[config.mk]
export PLATFORM = sky130hd
export DESIGN_NAME = cell_tracker_best_signal_top
export DESIGN_NICKNAME = d
export VERILOG_FILES = /design/src/rtl/ctb_pkg.sv /design/src/rtl/ctb_select.sv /design/src/rtl/cell_tracker_best_signal_top.sv
export SDC_FILE = /design/constraint.sdc
export NUM_CORES = 1
export LEC_CHECK = 0
export ABC_AREA = 0
export ABC_CLOCK_PERIOD_IN_PS = 11100
export BUFFER_PORTS_ARGS = -buffer_cell sky130_fd_sc_hd__buf_2
export CAP_MARGIN = 5
export CORE_MARGIN = 2
export CORE_UTILIZATION = 60
export CTS_BUF_LIST = sky130_fd_sc_hd__clkbuf_8
export CTS_CLUSTER_DIAMETER = 60
export DETAILED_ROUTE_END_ITERATION = 10
export GPL_TIMING_DRIVEN = 0
export PLACE_DENSITY = 0.77
export SYNTH_ARGS = -nofsm -noshare
export SYNTH_HDL_FRONTEND = slang
export SYNTH_HIERARCHICAL = 1
export SYNTH_SLANG_ARGS = --single-unit
[constraint.sdc]
create_clock -name clk -period 11.1 [get_ports clk]
set_input_delay 1.11 -clock clk [delete_from_list [all_inputs] [get_ports clk]]
set_output_delay 1.11 -clock clk [all_outputs]
set_load 0.05 [all_outputs]
[src/rtl/ctb_pkg.sv]
// Shared types and codes for the cell tracker with best-signal serving cell selection.
package ctb_pkg;

	typedef enum logic [2:0] {
		OP_START      = 3'd0,
		OP_STOP       = 3'd1,
		OP_TICK_BEGIN = 3'd2,
		OP_ACK        = 3'd3,
		OP_TICK_END   = 3'd4
	} op_t;

	typedef enum logic [1:0] {
		MODE_IDLE      = 2'd0,
		MODE_SEARCHING = 2'd1,
		MODE_CONNECTED = 2'd2,
		MODE_LOST      = 2'd3
	} link_mode_t;

	localparam logic REG_CELL_TIMEOUT   = 1'b0;
	localparam logic REG_BEACON_INTERVAL = 1'b1;

	localparam logic [3:0]  VALID_CELLS_MAX = 4'd15;
	localparam logic [15:0] FIRST_ID        = 16'd1;
	localparam logic [31:0] TIMEOUT_RESET   = 32'd2000;
	localparam logic [31:0] INTERVAL_RESET  = 32'd1000;

	// One table slot as held in the slot memory.
	typedef struct packed {
		logic [63:0]        key;
		logic signed [7:0]  level;
		logic [31:0]        seen;
		logic [15:0]        id;
	} slot_entry_t;

	// Scan control from the sequencer to the selector.
	typedef struct packed {
		logic init;
		logic act;
		logic key_mode;
		logic slot_valid;
	} sel_ctl_t;

	// Running result of a scan.
	typedef struct packed {
		logic               found;
		logic signed [7:0]  level;
		logic [15:0]        id;
	} sel_res_t;

endpackage

[src/rtl/ctb_select.sv]
// Scan selector: first key match or strongest valid slot over one memory beat per cycle.
module ctb_select import ctb_pkg::*; #(
	parameter int AW = 3
) (
	input  logic              clk,
	input  logic              arst_n,
	input  sel_ctl_t          ctl,
	input  logic [AW-1:0]     idx,
	input  slot_entry_t       entry,
	input  logic [63:0]       key,
	output sel_res_t          res,
	output logic [AW-1:0]     best_idx
);

	logic              found_q;
	logic signed [7:0] level_q;
	logic [15:0]       id_q;
	logic [AW-1:0]     idx_q;
	logic              take;

	always_comb begin
		take = 1'b0;
		if (ctl.act && ctl.slot_valid) begin
			if (ctl.key_mode) begin
				// first hit wins
				take = !found_q && (entry.key == key);
			end else begin
				// strictly stronger only, so ties stay with the lower slot
				take = !found_q || (entry.level > level_q);
			end
		end
	end

	always_ff @(posedge clk or negedge arst_n) begin
		if (!arst_n) begin
			found_q <= 1'b0;
		end else if (ctl.init) begin
			found_q <= 1'b0;
		end else if (take) begin
			found_q <= 1'b1;
		end
	end

	always_ff @(posedge clk) begin
		if (!ctl.init && take) begin
			level_q <= entry.level;
			id_q    <= entry.id;
			idx_q   <= idx;
		end
	end

	assign res.found = found_q;
	assign res.level = level_q;
	assign res.id    = id_q;
	assign best_idx  = idx_q;

endmodule

[src/rtl/cell_tracker_best_signal_top.sv]
// Top level of the cell tracker with best-signal serving cell selection.
// The tracker keeps NUM_CELLS radio cells in a slot memory with one read port and
// one write port; valid bits sit in flip-flops. Every accepted beat gives exactly one
// result beat. Start, stop, tick end, unknown ops and any op while idle go straight
// to the result. Tick begin walks the memory once to expire stale cells, and once
// more when the serving cell expired and a new one is picked. A heartbeat ack
// walks the memory for the key, writes the slot and walks it again for the
// strongest cell, or stops after the first walk when the key is new and the table
// is full. The memory gives one slot read per cycle. A result that still waits
// in the output register holds the next result back. A new input beat is
// taken while the last result still waits in the output register.
module cell_tracker_best_signal_top import ctb_pkg::*; #(
	parameter int NUM_CELLS = 8
) (
	input  logic               clk,
	input  logic               arst_n,
	input  logic               cfg_we,
	input  logic               cfg_index,
	input  logic [31:0]        cfg_data,
	input  logic               in_valid,
	output logic               in_ready,
	input  logic [2:0]         op,
	input  logic [31:0]        now_time_ms,
	input  logic [63:0]        cell_key,
	input  logic signed [7:0]  signal_dbm,
	output logic               out_valid,
	input  logic               out_ready,
	output logic [1:0]         link_state,
	output logic               serving_present,
	output logic [15:0]        serving_id,
	output logic signed [7:0]  serving_level,
	output logic [3:0]         valid_cells,
	output logic               beacon_due,
	output logic               ack_taken
);

	localparam int AW  = (NUM_CELLS > 1) ? $clog2(NUM_CELLS) : 1;
	localparam int CW  = $clog2(NUM_CELLS + 1);
	localparam logic [CW-1:0] LAST_CNT = CW'(NUM_CELLS);

	typedef enum logic [5:0] {
		S_IDLE  = 6'b000001,
		S_EXP   = 6'b000010,
		S_KEY   = 6'b000100,
		S_WRITE = 6'b001000,
		S_PICK  = 6'b010000,
		S_DONE  = 6'b100000
	} state_t;

	state_t             state_q;
	link_mode_t         mode_q;
	logic [31:0]        timeout_q;
	logic [31:0]        interval_q;
	logic [NUM_CELLS-1:0] valid_q;
	logic [CW-1:0]      total_q;
	logic [15:0]        next_id_q;
	logic [31:0]        last_beacon_q;
	logic               serving_has_q;
	logic [AW-1:0]      serving_slot_q;
	logic [15:0]        serving_id_q;
	logic signed [7:0]  serving_level_q;
	logic               lost_q;
	logic               due_q;
	logic               taken_q;
	logic [CW-1:0]      cnt_q;

	logic [2:0]         op_q;
	logic [31:0]        now_q;
	logic [63:0]        key_q;
	logic signed [7:0]  level_q;

	logic               act_s1;
	logic [AW-1:0]      idx_s1;
	slot_entry_t        rd_s1;

	slot_entry_t        mem [NUM_CELLS];

	logic               accept;
	logic               scanning;
	logic               rd_en;
	logic               scan_done;
	logic               init_scan;
	logic               free_any;
	logic [AW-1:0]      free_idx;
	logic               mem_we;
	logic [AW-1:0]      mem_wa;
	slot_entry_t        mem_wd;
	logic [31:0]        age;
	logic [31:0]        since_beacon;
	logic               expire;
	logic               out_load;
	logic [CW+3:0]      total_ext;
	sel_ctl_t           sel_ctl;
	sel_res_t           sel_res;
	logic [AW-1:0]      sel_idx;
	logic               out_valid_q;
	logic [1:0]         link_state_q;
	logic               serving_present_q;
	logic [15:0]        serving_id_out_q;
	logic signed [7:0]  serving_level_out_q;
	logic [3:0]         valid_cells_q;
	logic               beacon_due_q;
	logic               ack_taken_q;

	assign in_ready  = (state_q == S_IDLE);
	assign accept    = in_valid && in_ready;
	assign scanning  = (state_q == S_EXP) || (state_q == S_KEY) || (state_q == S_PICK);
	assign rd_en     = scanning && (cnt_q != LAST_CNT);
	assign scan_done = scanning && (cnt_q == LAST_CNT) && !act_s1;
	assign out_load  = (state_q == S_DONE) && (!out_valid_q || out_ready);

	// Start a fresh search in the selector on the edge that enters a scan.
	assign init_scan = (accept && (op == OP_ACK) && (mode_q != MODE_IDLE))
		|| ((state_q == S_EXP) && scan_done && (lost_q || (act_s1 && expire &&
			serving_has_q && (serving_slot_q == idx_s1))))
		|| ((state_q == S_WRITE) && (sel_res.found || free_any));

	// Lowest free slot.
	always_comb begin
		free_idx = '0;
		for (int i = NUM_CELLS - 1; i >= 0; i--) begin
			if (!valid_q[i]) begin
				free_idx = AW'(i);
			end
		end
	end
	assign free_any = ~&valid_q;

	assign age          = now_q - rd_s1.seen;
	assign since_beacon = now_q - last_beacon_q;
	assign expire       = valid_q[idx_s1] && (age > timeout_q);

	always_comb begin
		mem_we       = (state_q == S_WRITE) && (sel_res.found || free_any);
		mem_wa       = sel_res.found ? sel_idx : free_idx;
		mem_wd.key   = key_q;
		mem_wd.level = level_q;
		mem_wd.seen  = now_q;
		mem_wd.id    = sel_res.found ? sel_res.id : next_id_q;
	end

	assign sel_ctl.init       = init_scan;
	assign sel_ctl.act        = act_s1;
	assign sel_ctl.key_mode   = (state_q == S_KEY);
	assign sel_ctl.slot_valid = valid_q[idx_s1];

	ctb_select #(
		.AW(AW)
	) u_select (
		.clk      (clk),
		.arst_n   (arst_n),
		.ctl      (sel_ctl),
		.idx      (idx_s1),
		.entry    (rd_s1),
		.key      (key_q),
		.res      (sel_res),
		.best_idx (sel_idx)
	);

	// Slot memory: one write, one registered read.
	always_ff @(posedge clk) begin
		if (mem_we) begin
			mem[mem_wa] <= mem_wd;
		end
		if (rd_en) begin
			rd_s1 <= mem[cnt_q[AW-1:0]];
		end
	end

	always_ff @(posedge clk or negedge arst_n) begin
		if (!arst_n) begin
			act_s1 <= 1'b0;
			idx_s1 <= '0;
		end else begin
			act_s1 <= rd_en;
			idx_s1 <= cnt_q[AW-1:0];
		end
	end

	always_ff @(posedge clk) begin
		if (accept) begin
			op_q    <= op;
			now_q   <= now_time_ms;
			key_q   <= cell_key;
			level_q <= signal_dbm;
		end
	end

	always_ff @(posedge clk or negedge arst_n) begin
		if (!arst_n) begin
			timeout_q  <= TIMEOUT_RESET;
			interval_q <= INTERVAL_RESET;
		end else if (cfg_we) begin
			unique case (cfg_index)
				REG_CELL_TIMEOUT:    timeout_q  <= cfg_data;
				REG_BEACON_INTERVAL: interval_q <= cfg_data;
				default: begin
				end
			endcase
		end
	end

	always_ff @(posedge clk or negedge arst_n) begin
		if (!arst_n) begin
			state_q         <= S_IDLE;
			mode_q          <= MODE_IDLE;
			valid_q         <= '0;
			total_q         <= '0;
			next_id_q       <= FIRST_ID;
			last_beacon_q   <= '0;
			serving_has_q   <= 1'b0;
			serving_slot_q  <= '0;
			serving_id_q    <= '0;
			serving_level_q <= '0;
			lost_q          <= 1'b0;
			due_q           <= 1'b0;
			taken_q         <= 1'b0;
			cnt_q           <= '0;
		end else begin
			if (rd_en) begin
				cnt_q <= cnt_q + 1'b1;
			end
			unique case (state_q)
				S_IDLE: begin
					if (accept) begin
						due_q   <= 1'b0;
						taken_q <= 1'b0;
						lost_q  <= 1'b0;
						cnt_q   <= '0;
						state_q <= S_DONE;
						case (op)
							OP_START: begin
								valid_q       <= '0;
								total_q       <= '0;
								serving_has_q <= 1'b0;
								last_beacon_q <= '0;
								mode_q        <= MODE_SEARCHING;
							end
							OP_STOP: begin
								valid_q       <= '0;
								total_q       <= '0;
								serving_has_q <= 1'b0;
								mode_q        <= MODE_IDLE;
							end
							OP_TICK_BEGIN: begin
								if (mode_q != MODE_IDLE) begin
									state_q <= S_EXP;
								end
							end
							OP_ACK: begin
								if (mode_q != MODE_IDLE) begin
									state_q <= S_KEY;
								end
							end
							OP_TICK_END: begin
								case (mode_q)
									MODE_SEARCHING: begin
										if (serving_has_q) mode_q <= MODE_CONNECTED;
									end
									MODE_CONNECTED: begin
										if (!serving_has_q) mode_q <= MODE_LOST;
									end
									MODE_LOST: begin
										if (serving_has_q) mode_q <= MODE_CONNECTED;
									end
									default: begin
									end
								endcase
							end
							default: begin
							end
						endcase
					end
				end
				S_EXP: begin
					if (act_s1 && expire) begin
						valid_q[idx_s1] <= 1'b0;
						if (total_q != '0) begin
							total_q <= total_q - 1'b1;
						end
						if (serving_has_q && (serving_slot_q == idx_s1)) begin
							lost_q <= 1'b1;
						end
					end
					if (scan_done) begin
						if ((last_beacon_q == '0) || (since_beacon >= interval_q)) begin
							due_q         <= 1'b1;
							last_beacon_q <= now_q;
						end
						cnt_q   <= '0;
						state_q <= lost_q ? S_PICK : S_DONE;
					end
				end
				S_KEY: begin
					if (scan_done) begin
						state_q <= S_WRITE;
					end
				end
				S_WRITE: begin
					cnt_q <= '0;
					if (sel_res.found) begin
						taken_q <= 1'b1;
						state_q <= S_PICK;
					end else if (free_any) begin
						valid_q[free_idx] <= 1'b1;
						next_id_q         <= next_id_q + 1'b1;
						total_q           <= total_q + 1'b1;
						taken_q           <= 1'b1;
						state_q           <= S_PICK;
					end else begin
						state_q <= S_DONE;
					end
				end
				S_PICK: begin
					if (scan_done) begin
						serving_has_q   <= sel_res.found;
						serving_slot_q  <= sel_idx;
						serving_id_q    <= sel_res.id;
						serving_level_q <= sel_res.level;
						// expiry left no cell at all
						if (!sel_res.found && (op_q == OP_TICK_BEGIN)) begin
							mode_q <= MODE_LOST;
						end
						state_q <= S_DONE;
					end
				end
				S_DONE: begin
					if (out_load) begin
						state_q <= S_IDLE;
					end
				end
				default: begin
					state_q <= S_IDLE;
				end
			endcase
		end
	end

	assign total_ext = {4'b0000, total_q};

	always_ff @(posedge clk or negedge arst_n) begin
		if (!arst_n) begin
			out_valid_q <= 1'b0;
		end else if (out_load) begin
			out_valid_q <= 1'b1;
		end else if (out_ready) begin
			out_valid_q <= 1'b0;
		end
	end

	always_ff @(posedge clk) begin
		if (out_load) begin
			link_state_q        <= mode_q;
			serving_present_q   <= serving_has_q;
			serving_id_out_q    <= serving_has_q ? serving_id_q : 16'd0;
			serving_level_out_q <= serving_has_q ? serving_level_q : 8'sd0;
			valid_cells_q       <= (total_ext > (CW + 4)'(VALID_CELLS_MAX)) ?
				VALID_CELLS_MAX : total_ext[3:0];
			beacon_due_q        <= due_q;
			ack_taken_q         <= taken_q;
		end
	end

	assign out_valid       = out_valid_q;
	assign link_state      = link_state_q;
	assign serving_present = serving_present_q;
	assign serving_id      = serving_id_out_q;
	assign serving_level   = serving_level_out_q;
	assign valid_cells     = valid_cells_q;
	assign beacon_due      = beacon_due_q;
	assign ack_taken       = ack_taken_q;

endmodule
==> flow_summary.yaml <==
outcome:
  status: "finished clean"
clocking:
  cts_root_buf: "clkbuf_8"
  cts_buffers: 213
  htreeDepth: 4
  cts_resized: 0
  cts_tree: "built"
  clk_pin_slew_ps: 60
  postCtsSetupBuffers: 0
  clock-sinks: 1420
  postCtsHoldBufs: 0
  cts.path.max_buffers: 3
  insertion_delay_ps: 890
floorplan:
  placeableCoreArea_mm2: 0.0953
  die_area_mm2: 0.0990
  die_x_um: 315
  initial_core_util: 0.608
  io_pins: 180
  rows: 113
  chipHeight_um: 315
route:
  drc_errors: 0
  wl_mm: 129
  ant_nets: 0
  route.vias.total: 31000
  wire_per_inst_um: 25.6
  drt_iter0_drc: 3045
  routed_via_density: 6.13
  dr.pass1.iters: 6
yosys:
  synthArstFlopShare: 0.122
  yosysSeqAreaShare: 0.722
  synth_edf_count: 1247
  ys_types: 82
  synth_seq_cells: 1420
  synthFlopType: "edfxtp_1"
  syn-num-nets: 3461
  syn_inst: 3174
  synth_area_mm2: 0.0579
  yosysWarnings: 6
  syn_area_per_cell_um2: 18.2
worst_setup_path:
  worstSetupStartpointType: "register"
  crit_type: "register to register"
  reg2reg_depth: 28
  worst_setup_path_end_kind: "register"
  r2r_end: "u_select/id_q[11]"
  critPathTopFamily: "compound AO/OA/AOI/OAI gates"
  crit_path_max_fanout: 15
  slowest_stage: "or4_1"
  crit_start: "now_q[0]"
  cp.arrival_ps: 8120
  r2r-start: "now_q[0]"
  critPathRequiredTime_ps: 11680
  crit_path_frequent_cell: "o21ai_1"
  r2r_slack_ps: 3560
  slowest_delay_ps: 770
  crit_buf_inv: 3
sta:
  slew_headroom: 0.184
  setup_violations: 0
  tightest_slew_ps: 1220
  skew_ps: 36.9
  finalMaxSlewViolations: 0
  layout_min_cycle_time_ps: 7540
  rsz0062_at_grt: "false"
  fmax_mhz: 133
  finalCritPeriodShare: 0.679
  hold_violations: 0
power:
  seq_power_share: 0.516
  swShare: 0.283
  ir_worst_vdd_mv: 0.157
  p_comb_frac: 0.173
  power_uw: 12900
  clkPwrFrac: 0.311
  p_int_uw: 9220
  p_switching_uw: 3640
  power.density_mw_per_mm2: 196
  p_leak_uw: 0.0229
final_layout:
  final_area_mm2: 0.0656
  layout-drive-gt1-share: 0.265
  nets: 3905
  syn2layout_area_growth_pct: 13.2
min_path:
  hp-class: "input pin to async pin"
placement:
  place_area_mm2: 0.0616
  gp_congestion: 0.892
  portBuffers: 179
  dp_hpwl_mm: 84.6
flow_run:
  cap_violations: 0
global_route:
  grt_pass1_vias: 31800
  grt_overflow: 0
  grtUsageTotal: 0.268
  grt_pass1_wl_mm: 195
  antenna_found_initial: 1
  grt_max_degree: 110
-- area by class of cell --
class | count | area [um^2]
clock buffers | 219 | 3010
multi-input cells | 1481 | 15200
fillers | 6087 | 29700
inverters | 172 | 651
clock inverters | 171 | 990
repair buffers | 229 | 1970
plain buffers | 101 | 398
flip-flops and latches | 1420 | 41800
diodes | 1 | 2.50
well taps | 1265 | 1580
-- per-stage QoR --
step | worst slack, ps | TNS [ps] | hold WS [ps] | std cells | utilization
2_1_floorplan | 3380 | 0 | 352 | 3174 | -
3_3_place_gp | -2980 | -2392090 | 356 | 4618 | 0.634
3_5_place_dp | 3740 | 0 | 378 | 4668 | 0.646
4_1_cts | 3600 | 0 | 109 | 5058 | 0.688
5_1_grt | 3120 | 0 | 168 | 5059 | 0.688
6_report | 3560 | 0 | 187 | 5059 | 0.688
-- placed cells by master (no fill, tap or decap), drive strengths merged, types with 41 or more instances in the layout --
cell	n
a21oi	88
buf	271
clkbuf	278
clkinv	76
dfrtp	159
edfxtp	1247
ha	139
inv	257
mux2	199
mux4	242
nand2	116
nor2	101
o21ai	78
xnor2	97
xor2	41
-- registers in the layout, indices dropped and copies added (netlist names), 4 cells and up --
| signal | flops |
|---|---|
| valid_cells | 4 |
| serving_id_q | 16 |
| next_id_q | 16 |
| rd_s1 | 120 |
| mem | 960 |
| state_q | 6 |
| serving_level | 8 |
| now_q | 32 |
| level_q | 8 |
| timeout_q | 32 |
| total_q | 4 |
| serving_id | 16 |
| serving_level_q | 8 |
| interval_q | 32 |
| valid_q | 8 |
| key_q | 64 |
| cnt_q | 4 |
| last_beacon_q | 32 |
| u_select/level_q | 8 |
| u_select/id_q | 16 |
-- cell usage after synthesis (all sizes together) (14+ instances only) --
master	count	area, um^2
edfxtp	1247	37400
nor2b	18	113
a22o	35	307
ha	139	1740
xor2	41	359
dfrtp	159	3980
mux4	242	5450
clkbuf	59	221
a21o	38	285
a31oi	14	93.8
nand3	23	120
xnor2	97	850
mux2	199	2240
nor2	101	387
a21oi	88	448
nand4	39	244
nand2	116	435
buf	42	176
o21ai	78	402
nor4	19	131
inv	172	646
nor3	23	131
o211ai	16	130
dfstp	14	368
and2	27	169
-- power groups by stage --
| stage | combinational (uW) | clock [uW] | sequential [uW] |
|---|---|---|---|
| after CTS | 2220 | 4080 | 6640 |
| after global routing | 2450 | 4330 | 6680 |
| after global placement | 2090 | 0 | 6770 |
| after detailed placement | 2200 | 0 | 6740 |
| after floorplan | 1530 | 0 | 6670 |
| final | 2220 | 4010 | 6630 |
-- routing by layer --
layer  track usage  wire length [um]  up-vias
met1         0.374             52100    16000
met4        0.0777              2710        0
li1              -                 -    13400
met3        0.0518             10300      170
met5             0                 0        -
met2         0.437             64200     1371
-- cell families (layout without fill, tap and decap cells) --
logic type	count (synthesis)	count (layout)	synth area share
multiplexers	443	443	0.133
other	0	1	0
flip-flops	1420	1420	0.722
XOR/XNOR	138	138	0.0209
AO/OA/AOI/OAI	338	338	0.0390
adder cells (fa/ha/maj)	142	142	0.0311
buffers and inverters	273	892	0.0180
AND/OR/NAND/NOR	420	420	0.0364
-- worst max-delay path by stage --
stage,end,cells after the start,slack [ps]
2_1_floorplan,cnt_q[3],11,3380
4_1_cts,u_select/id_q[10],28,3600
3_5_place_dp,u_select/level_q[5],28,3740
3_3_place_gp,cnt_q[3],11,-2980
5_1_grt,u_select/id_q[10],28,3120
6_report,u_select/id_q[11],28,3560
Power figures use the tool's default switching activity.
